**src/hdl/sac_ram.sv**
```systemverilog
`default_nettype none

module sac_ram #(
    parameter int WIDTH = 8,
    parameter int DEPTH = 16,
    localparam int AW = (DEPTH > 1) ? $clog2(DEPTH) : 1
) (
    input  wire logic             clk,
    input  wire logic             wr_en,
    input  wire logic [AW-1:0]    wr_addr,
    input  wire logic [WIDTH-1:0] wr_data,
    input  wire logic             rd_en,
    input  wire logic [AW-1:0]    rd_addr,
    output logic      [WIDTH-1:0] rd_data
);

    logic [WIDTH-1:0] mem [DEPTH];
    logic [WIDTH-1:0] rd_data_reg;

    // A read and a write to the same row in one cycle return the old contents.
    always_ff @(posedge clk) begin
        if (wr_en) begin
            mem[wr_addr] <= wr_data;
        end
        if (rd_en) begin
            rd_data_reg <= mem[rd_addr];
        end
    end

    assign rd_data = rd_data_reg;

endmodule

`default_nettype wire

```
**config.mk**
```make
export PLATFORM = sky130hd
export DESIGN_NAME = sac_ram
export DESIGN_NICKNAME = d
export VERILOG_FILES = /design/src/hdl/sac_ram.sv
export SDC_FILE = /design/constraint.sdc
export NUM_CORES = 1
export LEC_CHECK = 0
export ABC_CLOCK_PERIOD_IN_PS = 2600
export BUFFER_PORTS_ARGS = -buffer_cell sky130_fd_sc_hd__clkbuf_2
export CORE_UTILIZATION = 60
export DETAILED_ROUTE_END_ITERATION = 12
export PLACE_DENSITY_LB_ADDON = 0.1
export SYNTH_ARGS = -nofsm -noshare
export SYNTH_HDL_FRONTEND = slang
export SYNTH_SLANG_ARGS = --single-unit
```
**constraint.sdc**
```tcl
create_clock -name clk -period 2.6 [get_ports clk]
set_input_delay 0.52 -clock clk [delete_from_list [all_inputs] [get_ports clk]]
set_output_delay 0.52 -clock clk [all_outputs]
set_load 0.03 [all_outputs]
```
=== Word-level counts from Yosys, hierarchy flattened ===
Memories as Yosys holds them, arrays and structs flattened. A register that Yosys moved wholly into a read port is not among the register bits.
Cells that the tools add are included.

* Bits in registers: 0
* Bits in writable memories: 128
* Output and inout port bits: 8
* Memories: 1

* Mux-type cells: 2

{| class="wikitable"
|+ Memories
! name !! depth !! width !! read ports !! clocked after memory_dff !! wr ports !! RTL line !! text
|-
| mem || 16 || 8 || 1 || 1 || 1 || 17 || <nowiki>logic [WIDTH-1:0] mem [DEPTH];</nowiki>
|}

{| class="wikitable"
|+ Operator list
! operator !! count
|-
| 1-bit two-way mux || 2
|}

=== Longest topological paths before layout ===
Gate-level depths: netlist (run 1).

* Word-level depth: 2
* Depth in mapped cells: 5
* Mapped depth without buffers: 3

=== Least setup slack after synthesis (run 1) ===
No wires, ideal clock.

* Path kind: in2reg
* Start point: input port wr_addr[2]
* End point: memory mem[0][0] (enable)
* Arrival time: 1630 ps
* Required time: 2217 ps
* Setup slack: 587 ps
* Cell stages on the path: 2
* Buffers on the path: 0
* Path through: or3b_2 > nor3_1

{| class="wikitable"
|+ RTL lines
! element !! RTL line !! text
|-
| start: declaration || 10 || <nowiki>input wire logic [AW-1:0] wr_addr,</nowiki>
|-
| end: declaration || 17 ||
|}

No word-level cell before the write port.

=== Worst setup path in the final report (run 1) ===
* Start point: register rd_data_reg[7], in the netlist rd_data[7], read port of mem
* End point: output port rd_data[7]

{| class="wikitable"
|+ RTL lines
! element !! RTL line !! text
|-
| start: declaration || 18 || <nowiki>logic [WIDTH-1:0] rd_data_reg;</nowiki>
|-
| end: declaration || 14 || <nowiki>output logic [WIDTH-1:0] rd_data</nowiki>
|}

No word-level cell between the ends.

==> results of run 1 <==
## per-stage QoR
stage / util / instance area [sq um] / worst slack, ns / instances / hold slack [ns]
after floorplan: - / 5228 / 0.5871 / 229 / 0.6189
after global placement: 0.6673 / 5565 / 0.4868 / 370 / 0.7333
after detailed placement: 0.6673 / 5565 / 0.4595 / 370 / 0.7404
after CTS: 0.7357 / 6136 / 0.9303 / 400 / 0.4156
after global routing: 0.7357 / 6136 / 0.9026 / 400 / 0.4197
final: 0.7357 / 6136 / 0.9515 / 400 / 0.4226
## worst paths after layout
path / startpoint / end / slack, ns / cells past startpoint
setup / recovery: rd_data[7] / rd_data[7] / 0.95 / 1
hold / removal: rd_en / rd_data[1] / 0.42 / 1
setup reg to reg: mem[8][4] / rd_data[4] / 1.09 / 3
hold reg to reg: mem[14][3] / rd_data[3] / 0.75 / 3
## power by group through the flow
stage                     Sequential, uW  Clock, uW  Combinational, uW
after floorplan                     2550          0                125
after global placement              2530          0                237
after detailed placement            2530          0                241
after CTS                           2480       2320                245
after global routing                2490       2420                262
final                               2480       2300                242
## cell usage after synthesis
library cell and number:
nor2b_1 1, clkdlybuf4s25_2 3, edfxtp_1 136, and2b_1 1
buf_4 1, nor2_1 13, buf_2 3, nand2b_1 2
and2_1 1, nand3_1 1, mux4_2 18, nand2_1 9
mux4_1 14, nor3_1 4, buf_6 3, or3b_2 1
nand3b_1 2, a22oi_1 16
## metal layers
layer | up-vias | part of all wire | track usage
li1 | 1090 | - | -
met1 | 1267 | 0.44 | 0.3528
met2 | 118 | 0.48 | 0.3565
met3 | 12 | 0.071 | 0.07097
met4 | 0 | 0.013 | 0.07576
met5 | - | 0 | 0
## logic make-up after synthesis
kind of cell	synth area share
flops	0.7812
simple gates	0.03136
mux	0.1479
compound gates	0.02298
buf+inv	0.01651
## final cells by class
| cell class | instances | area share |
|---|---|---|
| flip-flops and latches | 136 | 0.6656 |
| multi-input cells | 83 | 0.1723 |
| clock inverters | 13 | 0.02549 |
| clock buffers | 17 | 0.06750 |
| well taps | 105 | 0.02141 |
| repair buffers | 46 | 0.04772 |
==> run_results.csv, run 1 <==
group,metric,value,unit
global_routing,grt_max_degree,33,
synthesis,syn_avg_cell_area,22.83,sq um
final_layout,drive_above_1_share,0.3220,
final_layout,final_cell_mix,"edfxtp_1 (136), clkbuf_2 (26), buf_4 (19), mux4_2 (18)",
hold_path,hp-class,"input port to register",
clock_network,clock_sinks,136,
power_and_ir_drop,p_int,4009,uW
routing,first_pass_iters,5,
clock_network,h-tree-depth,4,
floorplanning,core,0.008341,sq mm
timing,finalHoldViolCount,0,
critical_path,path_max_fanout,1,
synthesis,seq_area_frac_synth,0.7812,
power_and_ir_drop,pwr-share-seq,0.494,
critical_path,arrival,1.13,ns
global_routing,grt.overflow.total,0,
routing,ant_nets,0,
clock_network,cts-root-buf,"clkbuf_8",
timing,slew_headroom,0.5341,
timing,finalSetupTns,0,ns
clock_network,hold_buffers,0,
power_and_ir_drop,switching_share,0.2018,
routing,routedWlPerCell,23.76,um
clock_network,post_cts.repair.setup_buffers,0,
final_layout,mostFrequentLayoutCell,"edfxtp_1",
timing,finalSetupViolCount,0,
global_routing,antenna_found_initial,0,
power_and_ir_drop,p_clk_frac,0.457,
power_and_ir_drop,combinationalPowerShare,0.048,
timing,max_freq,606.6,MHz
timing,tightest_slew,0.6963,ns
synthesis,synth_fp_nets,248,
flow_run,drv_cap,0,
routing,avgViaCountPerCell,6.218,
final_layout,nets,303,
routing,drc,0,
synthesis,synth.area.top_cells,"edfxtp_1 (78%), mux4_2 (7.8%), mux4_1 (7.0%), a22oi_1 (2.3%), nor2_1 (0.93%)",
clock_network,clkSlewWorstSetupHoldPaths,0.06,ns
power_and_ir_drop,p_switching,1014,uW
power_and_ir_drop,ir_worst_vdd,0.0007201,V
critical_path,cpLargestDelayFamily,"flip-flops",
floorplanning,row_count,33,
synthesis,synth-seq-cells,136,
routing,vias,2487,
critical_path,critical_path.startpoint_type,"register",
clock_network,cts_buffers,17,
final_layout,area_delta_synth_final,17.38,%
floorplanning,dieArea,0.009090,sq mm
synthesis,yosys_warnings,0,
routing,finalWirelength,9503,um
power_and_ir_drop,powerDensity,818.6,mW/mm^2
synthesis,ys_types,18,
timing,timing.final.crit_share,0.6341,
place,hpwlAfterDp,5887,um
critical_path,crit_type,"register to primary output",
clock_network,clk_path_buf_depth,2,
final_layout,largest_reg_flops,128,
power_and_ir_drop,leakagePower,0.002104,uW
critical_path,crit_path_end_kind,"primary output",
final_layout,multi_input_area,0.001057,sq mm
status,status,"finished clean",
place,io_buffer_count,26,
timing,drv_slew,0,
global_routing,first_global_vias,2512,
clock_network,worstSkewPairLatency,0.51,ns
synthesis,netlist_area,0.005228,sq mm
floorplanning,die_h,95.34,um
synthesis,synth_cells,229,
floorplanning,die_x,95.34,um
place,place_congestion,0.7125,
timing,worst_clock_skew,0.007111,ns
clock_network,cts_tree,"yes",
final_layout,seq_area,0.004084,sq mm
critical_path,cp_slowest_cell,"edfxtp_1",
final_layout,antenna_cells,0,
global_routing,grt_usage,0.2415,
clock_network,post_cts_resized,0,
timing,min_period,1.649,ns
global_routing,grt_pass1_wl,14660,um
critical_path,required,2.08,ns
routing,drtIter0Drc,242,
synthesis,synth_top_area_cell,"edfxtp_1",
power_and_ir_drop,finalPower,5023,uW
synthesis,yosys.area.top_type_share,0.7812,
critical_path,critPathBufInv,1,
timing,rsz0062_at_grt,"no",
floorplanning,io_pins,27,
critical_path,cpPeakStageDelay,0.40,ns
final_layout,fillers,468,
critical_path,crit_path_cell_trace,"clkbuf_2",
floorplanning,initial_core_util,0.6268,
Note: power is estimated with default switching activity, not from simulation.
==> run 2: changes to the inputs <==
Settings changed: ABC_CLOCK_PERIOD_IN_PS 2600 to 1500, CORE_UTILIZATION 60 to 54.
Clock period 2.6 ns to 1.5 ns, I/O delays scaled along.
==> run 2 against run 1 <==
Global-route usage fell by 3.1 points. Hold slack got worse by 0.23 ns. Register-to-register slack got worse by 1.0 ns. Critical path depth rose by 2. Clock power rose by 88%. Flip-flop and latch count did not move. Combinational power rose by 85%. Largest cell class unchanged. Highest routed layer unchanged.
==> run_results.csv, run 2 (synthesized netlist as in run 1, its figures left out) <==
group,metric,value,unit
power_and_ir_drop,powerDensity,1451,mW/mm^2
global_routing,use_met2,0.3256,
timing,finalHoldViolCount,0,
global_routing,grt.overflow.total,0,
critical_path,cp_slowest_cell,"mux4_2",
timing,worst_clock_skew,0.006184,ns
timing,slew_headroom,0.4885,
final_layout,nets,308,
power_and_ir_drop,ir_worst_vdd,0.0008883,V
hold_path,holdPathStages,1,
critical_path,crit_type,"register to register",
place,placed_cells,399,
floorplanning,dieArea,0.01008,sq mm
global_routing,gr-usage-met3,0.05362,
critical_path,required,1.75,ns
routing,routedWlPerCell,21.72,um
global_routing,grt_usage,0.2106,
routing,drc,0,
global_routing,grt_pass1_wl,14520,um
clock_network,clock_sinks,136,
final_layout,drive_above_1_share,0.3887,
global_routing,first_global_vias,2501,
global_routing,grt_use_met1,0.2941,
global_routing,busiest_layer,"met2",
clock_network,clkSlewWorstSetupHoldPaths,0.06,ns
critical_path,crit_path_end_kind,"register",
timing,rsz0062_at_grt,"no",
power_and_ir_drop,leakagePower,0.002110,uW
timing,min_period,1.434,ns
clock_network,h-tree-depth,4,
clock_network,cts_tree,"yes",
critical_path,crit_path_cell_trace,"mux4_2 -> a22oi_2 -> nand2_1",
floorplanning,row_count,35,
floorplanning,die_h,100.4,um
critical_path,critical_path.startpoint_type,"register",
final_layout,fin_util,0.6706,
routing,finalWirelength,9340,um
timing,finalSetupViolCount,0,
global_routing,antenna_found_initial,0,
status,status,"finished clean",
floorplanning,initial_core_util,0.5604,
critical_path,reg2reg_slack,0.07,ns
critical_path,reg2reg_from,"mem[3][0]",
floorplanning,io_pins,27,
routing,drtIter0Drc,108,
place,place_congestion,0.6898,
final_layout,final_cell_mix,"edfxtp_1 (136), mux4_2 (32), clkbuf_2 (26), buf_4 (21), clkbuf_16 (16)",
floorplanning,core,0.009328,sq mm
critical_path,rr_worst_depth,3,
hold_path,holdPathEnd,"rd_data[6]",
final_layout,mostFrequentLayoutCell,"edfxtp_1",
routing,avgViaCountPerCell,5.644,
timing,tightest_slew,0.7644,ns
timing,max_freq,697.5,MHz
routing,first_pass_iters,4,
global_routing,grt_max_degree,17,
critical_path,path_max_fanout,1,
clock_network,cts_buffers,17,
critical_path,cpPeakStageDelay,0.50,ns
place,io_buffer_count,26,
final_layout,antenna_cells,0,
routing,ant_nets,0,
flow_run,drv_cap,0,
critical_path,arrival,1.69,ns
final_layout,area_delta_synth_final,19.65,%
timing,drv_slew,0,
routing,vias,2427,
place,hpwlAfterDp,6091,um
clock_network,cts-root-buf,"clkbuf_8",
clock_network,clk_path_buf_depth,2,
timing,timing.final.crit_share,0.9559,
hold_path,hp-class,"input port to register",
floorplanning,die_x,100.4,um
final_layout,largest_reg_flops,128,
hold_path,holdCritStartpoint,"rd_en",
critical_path,regToRegEndpoint,"rd_data[0]",
clock_network,worstSkewPairLatency,0.51,ns
final_layout,instances_no_fill,430,
[run 2: where the power goes]
group	switching [uW]	internal (uW)
logic	258	189
clock network	1470	2850
registers	23.0	4280
[run 2: critical path: cells and delay by family (launching register included)]
| kind | cells | cell delay [ns] |
|---|---|---|
| and+or+nand+nor | 1 | 0.09 |
| muxes | 1 | 0.50 |
| AOI/OAI and AO/OA | 1 | 0.22 |
| DFF | 1 | 0.37 |
[run 2: routing by layer]
layer,vias to the layer above,wire [um]
li1,1092,-
met1,1243,4086
met2,83,4610
met3,9,553
met4,0,90
met5,-,0
[run 2: area by class of cell]
type / instances / area [sq um]
Clock buffer: 18 / 417.9
Clock inverter: 13 / 203.9
Fill cell: 624 / 3073
Multi-Input combinational cell: 83 / 1020
Sequential cell: 136 / 4084
Tap cell: 129 / 161.4
Timing Repair Buffer: 51 / 367.9
[run 2: metrics by stage]
step | setup slack, ns | hold slack, ns | instance area, sq um | power, uW | TNS (ns)
final | 0.06621 | 0.1938 | 6255 | 9077 | 0
after global routing | 0.01463 | 0.1924 | 6255 | 9341 | 0
after CTS | 0.006056 | 0.1844 | 6254 | 9151 | 0
after detailed placement | -0.3310 | 0.7177 | 5627 | 4837 | -3.709
after global placement | -0.3113 | 0.7185 | 5627 | 4827 | -3.286
after floorplan | -0.06615 | 0.3989 | 5218 | 4651 | -1.985
[run 2: how the worst max path moves through the flow]
stage	startpoint	endpoint	slack (ns)	cells past startpoint
finish	mem[3][0]	rd_data[0]	0.07	3
global route	mem[11][2]	rd_data[2]	0.01	3
CTS	mem[10][4]	rd_data[4]	0.006	3
detailed placement	rd_addr[0]	rd_data[4]	-0.33	5
global placement	rd_addr[0]	rd_data[4]	-0.31	5
floorplan	wr_addr[2]	mem[3][0]	-0.07	2
[run 2: what timing repair did]
action                                  CTS  global route
endpoints found under the setup margin    1             2
pin swaps                                 1             0
hold buffers                              0             0
resized for setup                         1             2
setup buffers                             0             0
gates cloned                              0             0
