===== config.mk =====
export PLATFORM = sky130hd
export DESIGN_NAME = sac_lookup
export DESIGN_NICKNAME = d
export VERILOG_FILES = /design/src/hdl/sac_pkg.sv /design/src/hdl/sac_lookup.sv
export SDC_FILE = /design/constraint.sdc
export NUM_CORES = 1
export LEC_CHECK = 0
export BUFFER_PORTS_ARGS = -buffer_cell sky130_fd_sc_hd__buf_2
export CAP_MARGIN = 5
export CORE_AREA = 4 4 177 179
export DETAILED_ROUTE_END_ITERATION = 10
export DIE_AREA = 0 0 181 183
export GPL_TIMING_DRIVEN = 0
export PLACE_DENSITY = 0.57
export SLEW_MARGIN = 10
export SYNTH_ARGS = -nofsm -noshare
export SYNTH_HDL_FRONTEND = slang
export SYNTH_SLANG_ARGS = --single-unit

===== constraint.sdc =====
create_clock -name vclk -period 11.6
set_clock_uncertainty 0.15 [all_clocks]
set_input_delay 2.9 -clock vclk [all_inputs]
set_output_delay 2.9 -clock vclk [all_outputs]
set_load 0.005 [all_outputs]

===== src/hdl/sac_pkg.sv =====
`default_nettype none

package sac_pkg;

    localparam int WAYS         = 4;
    localparam int MAX_SET_BITS = 6;
    localparam int ADDR_BITS    = 48;

    localparam int NSETS  = 1 << MAX_SET_BITS;
    localparam int SET_W  = (MAX_SET_BITS > 0) ? MAX_SET_BITS : 1;
    localparam int WAY_W  = (WAYS > 1) ? $clog2(WAYS) : 1;
    localparam int RANK_W = WAY_W;
    localparam int RCMP_W = $clog2(WAYS + 1);
    localparam int CNT_W  = 32;

    localparam int IN_DATA_W  = ((ADDR_BITS + 7) / 8) * 8;
    localparam int OUT_DATA_W = 3 * CNT_W;

    localparam int BLOCK_W = 5;
    localparam int SETB_W  = 3;
    localparam int NWAYS_W = 3;
    localparam int CFG_IDX_W  = 2;
    localparam int CFG_DATA_W = 5;

    localparam logic [CFG_IDX_W-1:0] CFG_BLOCK_BITS = 2'd0;
    localparam logic [CFG_IDX_W-1:0] CFG_SET_BITS   = 2'd1;
    localparam logic [CFG_IDX_W-1:0] CFG_WAYS_USED  = 2'd2;

    localparam logic [BLOCK_W-1:0] BLOCK_BITS_RESET = 5'd4;
    localparam logic [SETB_W-1:0]  SET_BITS_RESET   = 3'd4;
    localparam logic [NWAYS_W-1:0] WAYS_USED_RESET  = 3'd1;

    typedef struct packed {
        logic [ADDR_BITS-1:0] tag;
        logic [RANK_W-1:0]    rank;
    } line_t;

    typedef line_t [WAYS-1:0] row_t;

    localparam int ROW_W = $bits(row_t);

    typedef struct packed {
        logic             hit;
        logic             eviction;
        logic [WAY_W-1:0] way;
        row_t             row;
    } lookup_t;

    function automatic logic [CNT_W-1:0] sat_inc(input logic [CNT_W-1:0] v);
        return (&v) ? v : v + 1'b1;
    endfunction

endpackage

`default_nettype wire


===== src/hdl/sac_lookup.sv =====
`default_nettype none

module sac_lookup (
    input  wire sac_pkg::row_t                   row,
    input  wire logic [sac_pkg::WAYS-1:0]        valid,
    input  wire logic [sac_pkg::ADDR_BITS-1:0]   tag,
    input  wire logic [sac_pkg::RCMP_W-1:0]      n_ways,
    output sac_pkg::lookup_t                     res
);
    import sac_pkg::*;

    always_comb begin
        logic             hit;
        logic             inv_found;
        logic [WAY_W-1:0] hit_way;
        logic [WAY_W-1:0] inv_way;
        logic [WAY_W-1:0] lru_way;
        logic [WAY_W-1:0] target;
        logic [RANK_W-1:0] best;
        logic [RCMP_W-1:0] r;
        logic              in_use;
        row_t              new_row;

        hit       = 1'b0;
        inv_found = 1'b0;
        hit_way   = '0;
        inv_way   = '0;
        lru_way   = '0;
        best      = '0;
        for (int w = 0; w < WAYS; w++) begin
            in_use = (w < int'(n_ways));
            if (!hit && in_use && valid[w] && row[w].tag == tag) begin
                hit     = 1'b1;
                hit_way = WAY_W'(w);
            end
            if (!inv_found && in_use && !valid[w]) begin
                inv_found = 1'b1;
                inv_way   = WAY_W'(w);
            end
            if (in_use && (w == 0 || row[w].rank > best)) begin
                best    = row[w].rank;
                lru_way = WAY_W'(w);
            end
        end

        target = hit ? hit_way : (inv_found ? inv_way : lru_way);
        r = valid[target] ? RCMP_W'(row[target].rank) : RCMP_W'(WAYS);

        // Valid lines more recent than the touched one move down by one rank.
        new_row = row;
        for (int k = 0; k < WAYS; k++) begin
            if (WAY_W'(k) != target && valid[k] && RCMP_W'(row[k].rank) < r) begin
                new_row[k].rank = row[k].rank + 1'b1;
            end
        end
        new_row[target].rank = '0;
        new_row[target].tag  = tag;

        res.hit      = hit;
        res.eviction = !hit && !inv_found;
        res.way      = target;
        res.row      = new_row;
    end

endmodule

`default_nettype wire


Yosys cells after proc, flatten, opt, wreduce, memory -nomap -nowiden
Cells that the tools add are included.
- memories kept: 0
- memory bits (writable): 0
- flip-flop bits (word level): 0
- word-level logic and storage cells: 105
- output and inout port bits: 204
- input port bits: 255
- bits in read-only memories: 0
- latch bits: 0
- multiply operators: 0
- equality and inequality tests: 7
- add/sub/neg operators: 4
- $lt $le $gt $ge: 13
- mux-type cells: 37
- bitwise gates (word level): 0
- div/mod/pow operators: 0
- shifts and indexed selects: 0
- reduce and logical (&&, ||, !) cells: 44
- operator list (cell ; number):
    bitwise mux 200 bit ; 2
    demux 50 bit (select 2 bit) ; 2
    equality test 48 bit ; 4
    binary-select mux 50 bit (select 2 bit) ; 1
    two-way mux 50 bit ; 1
    two-way mux 2 bit ; 17
    logical AND 1 bit ; 31
    zero test 1 bit ; 12
    less-than comparator 2 x 3 -> 1 bit ; 4
    two-way mux 1 bit ; 12
    adder 2 x 1 -> 2 bit, second input constant ; 4
    greater-than comparator 2 bit ; 3
    less-than comparator 1 x 3 -> 1 bit, first input constant ; 2
    less-than comparator 2 x 3 -> 1 bit, first input constant ; 2
    != test 2 bit, first input constant ; 2
    less-than comparator 2 x 3 -> 1 bit, second input constant ; 1
    two-way mux 3 bit ; 1
    binary-select mux 1 bit (select 2 bit) ; 1
    >= comparator 2 x 1 -> 1 bit, second input constant ; 1
    != test 1 x 2 -> 1 bit, first input constant ; 1
    nonzero test 2 bit ; 1

Depth between registers and ports, before layout
Gate-level depths: netlist of run 1.
- depth in word-level cells: 28
- gate-level depth with buffers: 30

Worst setup path after synthesis of run 1
No wires, ideal clock.
- kind: input-to-output
- from: input port n_ways[2] (netlist name)
- to: output port res[1] (netlist name)
- arrival: 8380 ps
- path buffers: 1
- slack: 170 ps
- stages on the path: 28
- path through: clkbuf_1 nor3_1 nand2b_1 ha_1 nor2b_1 o221ai_1 mux2_2 ha_1 nand2b_1 a221o_1 nand2_1 o21ai_0 ha_1 nor2b_1 o211ai_1 a41o_1 inv_1 a211oi_2 or2_4 clkinv_2 nand2_1 nand2_1 a211o_1 ha_1 or2_2 a31oi_2 xor2_1 and2_1
- RTL lines (what ; RTL line ; text):
    start: declaration ; sac_lookup.sv:7 ; input wire logic [sac_pkg::RCMP_W-1:0] n_ways,
    end: declaration ; sac_lookup.sv:8 ; output sac_pkg::lookup_t res

==> impl_metrics.json, run 1 <==
{
  "wl_mm": 44.69,
  "syn_avg_cell_area_um2": 7.889,
  "hold_viol_final": 0,
  "max_freq_mhz": 87.16,
  "grt_max_degree": 11,
  "min_period_ns": 11.47,
  "path_buf_inv": 3,
  "whs_path_depth": 4,
  "crit_path_frequent_cell": "ha_4",
  "die_w_um": 181,
  "io_buffers": 410,
  "dr.pass1.iters": 5,
  "setup_violations": 0,
  "grt_setup_unrepaired": "yes",
  "ys_types": 62,
  "drt_iter0_drc": 406,
  "grt_pass1_wl_mm": 59.85,
  "crit_path_top_delay_cell": "a221o_1",
  "holdPathEnd": "res[99]",
  "hpwl_mm": 38.07,
  "critPathKind": "input pin to primary output",
  "synth_top_area_share_pct": 33.71,
  "layout.cells.non_filler": 1569,
  "synth_warnings": 0,
  "syn_inst": 741,
  "ios": 459,
  "power_density_nw_per_um2": 68.51,
  "drv_cap": 0,
  "vias_per_cell": 4.939,
  "met3_usage_pct": 4.601,
  "area_growth_pct": 52.18,
  "core-area_um2": 29560,
  "dp.cells": 1541,
  "antenna_cells": 0,
  "die_area_um2": 33120,
  "nClkBuffers": 0,
  "grtUsageMet2_pct": 44.35,
  "p_leak_uw": 0.004056,
  "critPathArrivalTime_ns": 8.42,
  "worstSetupEndpointType": "primary output",
  "wl_per_cell_um": 28.48,
  "cp_top_family": "compound AO/OA/AOI/OAI gates",
  "fin_crit_sh_pct": 98.91,
  "vias": 7749,
  "hold_class": "input pin to primary output",
  "grt_usage_pct": 24.78,
  "layout-drive-gt1-share_pct": 59.54,
  "register_area_um2": 0,
  "yosys-top-cells-area": "mux2_2 34%, xor2_1 21%, xnor2_1 6.7%",
  "cpPeakStageDelay_ns": 0.36,
  "detail-route-antenna-nets": 0,
  "ir_worst_vdd_mv": 0.02371,
  "min-delay-start": "row[99]",
  "synth_most_common_cell": "mux2_2",
  "die_y_um": 183,
  "nNetsFinal": 1446,
  "synth_seq_area_share_pct": 0,
  "hold_ws_ns": 5.953,
  "flops_and_latches": 0,
  "use_met1_pct": 31.68,
  "drc": 0,
  "synth_nets": 1006,
  "path_max_fanout": 4,
  "critPathLaunchType": "input pin",
  "worst_pin_slew_ns": 1.054,
  "globalplace.congestion": 0.9080,
  "slew_headroom_pct": 29.44,
  "antenna_found_initial": 1,
  "slew_violations": 0,
  "initial_utilization_pct": 19.78,
  "outcome": "finished clean",
  "grt_remaining_overflow": 0,
  "yosysTopAreaCell": "mux2_2",
  "synth_commonest_cells": "175 x mux2_2, 137 x xor2_1, 51 x nor4_1, 45 x xnor2_1, 40 x nand2_1",
  "syn-cell-area_um2": 5846,
  "grt_pass1_vias": 8011,
  "worstPathRequired_ns": 8.55,
  "busiest_layer": "met2",
  "num_rows": 63
}
kinds of logic (layout without fill, tap and decap cells):
family	count (synthesis)	in the layout	share of synthesized area [%]
adders and majority gates	10	10	2.140
and+or+nand+nor	195	195	19.07
buffers and inverters	97	535	7.192
xor gates and xnor gates	183	183	27.55
muxes	179	179	34.40
AOI/OAI and AO/OA	77	77	9.653
layout make-up:
cell class | count | area [µm²]
Tap cell | 390 | 488.0
Multi-Input combinational cell | 644 | 5673
Inverter | 26 | 98.84
Buffer | 71 | 337.8
Timing Repair Buffer | 438 | 2298
Fill cell | 3307 | 20660
tightest hold or removal path, delay by kind of cell:
family / cells / cell delay, ns
buf+inv: 2 / 0.21
compound gates: 1 / 0.06
simple gates: 1 / 0.04
power breakdown:
part           switching, µW  internal [µW]  total, µW
clock network              0              0          0
registers                  0              0          0
logic                    336            273        609
total                    336            273        609
through the flow:
step | TNS, ns | instance area [µm²] | total power, µW | setup slack, ns | util, %
2_1_floorplan | 0 | 5846 | 285.8 | 0.1697 | -
6_report | 0 | 8896 | 609.4 | 0.1263 | 30.10
5_1_grt | -0.2222 | 8896 | 650.0 | -0.1358 | 30.10
3_5_place_dp | -49.67 | 8386 | 559.5 | -1.337 | 28.37
4_1_cts | 0 | 8700 | 593.2 | 0.002156 | 29.43
3_3_place_gp | -51.10 | 8386 | 561.3 | -1.459 | 28.37
per-layer routing:
| layer | part of all wire (%) | vias up | wire, µm |
|---|---|---|---|
| met4 | 1.7 | 2 | 779 |
| met5 | 0.029 | - | 13 |
| li1 | - | 3550 | - |
| met2 | 49 | 375 | 21960 |
| met3 | 6.2 | 48 | 2758 |
| met1 | 43 | 3774 | 19170 |
worst max-delay path by stage:
| stage | startpoint | endpoint | slack [ns] | depth (start not counted) |
|---|---|---|---|---|
| after floorplan | n_ways[2] | res[1] | 0.17 | 28 |
| after global placement | n_ways[2] | res[51] | -1.46 | 28 |
| after detailed placement | n_ways[2] | res[51] | -1.34 | 28 |
| after CTS | n_ways[2] | res[51] | 0.002 | 28 |
| after global routing | n_ways[0] | res[51] | -0.14 | 29 |
| final | n_ways[0] | res[51] | 0.13 | 29 |
cells in the final DEF, fill, tap and decap left out, types with 4 or more instances in the layout:
cell type | synthesis | layout
or2_4 | 1 | 4
nor4_1 | 51 | 49
nand2b_1 | 12 | 11
and4_1 | 4 | 4
inv_1 | 24 | 24
clkbuf_1 | 34 | 33
buf_6 | 1 | 4
a21oi_2 | 1 | 4
buf_2 | 35 | 443
mux2_2 | 175 | 173
nand3_1 | 12 | 12
nand2_1 | 40 | 38
buf_4 | 1 | 26
nand4_1 | 20 | 20
nor3_1 | 8 | 7
o211ai_1 | 4 | 4
nor2b_1 | 8 | 6
nand4b_1 | 4 | 4
nor2_1 | 16 | 13
ha_1 | 10 | 6
xor2_1 | 137 | 137
o21ai_0 | 24 | 22
a21oi_1 | 12 | 8
xnor2_1 | 45 | 44
ha_4 | 0 | 4
repair_timing:
| action | 4_1_cts | 5_1_grt |
|---|---|---|
| pin swaps | 18 | 24 |
| endpoints found under the setup margin | 107 | 54 |
| endpoints found under the hold margin | 0 | 0 |
| gates resized for setup | 25 | 32 |
| setup buffers | 22 | 6 |
| hold buffers | 0 | 0 |
Note: power is estimated with default switching activity, not from simulation.
==> run 2, diff against run 1 <==
--- a/config.mk
+++ b/config.mk
@@ -10,7 +10,6 @@
 export CORE_AREA = 4 4 177 179
 export DETAILED_ROUTE_END_ITERATION = 10
 export DIE_AREA = 0 0 181 183
-export GPL_TIMING_DRIVEN = 0
 export PLACE_DENSITY = 0.57
 export SLEW_MARGIN = 10
 export SYNTH_ARGS = -nofsm -noshare
==> impl_metrics.json, run 2 (synthesis gave the netlist of run 1 again) <==
{
  "slew_violations": 0,
  "drc": 0,
  "min_period_ns": 11.36,
  "globalplace.congestion": 0.9087,
  "cpPeakStageDelay_ns": 0.37,
  "area_growth_pct": 48.76,
  "dr.pass1.iters": 4,
  "io_buffers": 459,
  "layout_commonest_cell": "buf_2",
  "crit_path_frequent_cell": "ha_1",
  "grt_pass1_vias": 7505,
  "flops_and_latches": 0,
  "path_buf_inv": 2,
  "core-area_um2": 29560,
  "hpwl_mm": 33.95,
  "multi_input_area_um2": 5578,
  "nClkBuffers": 0,
  "final_cell_mix": "459 x buf_2, 174 x mux2_2, 137 x xor2_1",
  "min-delay-start": "row[59]",
  "hold_viol_final": 0,
  "cp_top_family": "compound AO/OA/AOI/OAI gates",
  "register_area_um2": 0,
  "cp-startpoint": "n_ways[2]",
  "grt_pass1_wl_mm": 53.07,
  "power_density_nw_per_um2": 63.19,
  "die_area_um2": 33120,
  "wl_mm": 38.67,
  "grt_max_degree": 43,
  "critPathLaunchType": "input pin",
  "worst_pin_slew_ns": 1.174,
  "fill_cells": 3233,
  "grt_setup_unrepaired": "yes",
  "grt_remaining_overflow": 0,
  "max_freq_mhz": 88.05,
  "critPathArrivalTime_ns": 8.31,
  "grt_usage_pct": 21.46,
  "path_max_fanout": 5,
  "antenna_found_initial": 3,
  "use_met1_pct": 28.95,
  "drv_cap": 0,
  "postPlaceCellArea_um2": 8519,
  "grtUsageMet2_pct": 39.18,
  "slew_headroom_pct": 21.04,
  "vias_per_cell": 4.845,
  "layout-drive-gt1-share_pct": 60.40,
  "drt_iter0_drc": 483,
  "die_y_um": 183,
  "final_area_um2": 8696,
  "num_rows": 63,
  "layout.cells.non_filler": 1546,
  "wl_per_cell_um": 25.01,
  "fin_crit_sh_pct": 97.91,
  "initial_utilization_pct": 19.78,
  "dp.cells": 1538,
  "nNetsFinal": 1421,
  "die_w_um": 181,
  "met3_usage_pct": 1.765,
  "setup_violations": 0,
  "worstPathRequired_ns": 8.55,
  "ir_worst_vdd_mv": 0.02229,
  "crit_path_top_delay_cell": "a221o_1",
  "detail-route-antenna-nets": 0,
  "vias": 7490,
  "outcome": "finished clean",
  "p_leak_uw": 0.004002,
  "ios": 459,
  "worstSetupEndpointType": "primary output",
  "hold_class": "input pin to primary output",
  "busiest_layer": "met2",
  "critPathKind": "input pin to primary output"
}
-- run 2: changes by cell type in the layout (fill, tap and decap cells not counted), sizes merged --
cell,change
diode,+2
buf,+8
clkbuf,-33
-- run 2: worst min-delay path: cells and delay by family --
| kind | cells | cell delay [ns] |
|---|---|---|
| AO/OA/AOI/OAI | 1 | 0.05 |
| buffers and inverters | 2 | 0.21 |
| AND/OR/NAND/NOR | 1 | 0.04 |
-- run 2: through the flow --
step                hold slack (ns)  util [%]  setup TNS [ns]  total power, µW  setup slack [ns]
floorplan                     5.754         -               0            285.8            0.1697
global placement              5.956     28.82               0            533.3            0.1205
detailed placement            5.957     28.82               0            536.1           0.01827
CTS                           5.958     28.83               0            539.8           0.03011
global route                  5.976     29.41        -0.03382            591.5          -0.03382
finish                        5.955     29.42               0            549.5            0.2429
-- run 2: area by class of cell --
type	count	share of cell area [%]
diodes	2	0.05755
repair buffers	484	29.05
inverters	26	1.137
multi-input cells	644	64.14
well taps	390	5.612
-- run 2: final timing paths --
kind                      end  depth (start not counted)
worst max-delay path  res[51]                         28
worst min-delay path  res[59]                          4
-- run 2: power by group --
part	internal, µW	switching, µW
logic	258	291
clock network	0.00000220	0
registers	0	0
total	258	291
-- run 2: what timing repair did --
item | in CTS | in global routing
hold buffers | 0 | 0
cloned | 0 | 0
endpoints found under the hold margin | 0 | 0
setup endpoints to repair | 1 | 8
resized for setup | 1 | 17
buffers inserted | 0 | 6
pin swaps | 0 | 15
-- run 2: layer usage --
metal | wire [µm] | up-vias
li1 | - | 3506
met1 | 16840 | 3627
met2 | 19490 | 341
met3 | 1993 | 16
met4 | 342 | 0
met5 | 0 | -
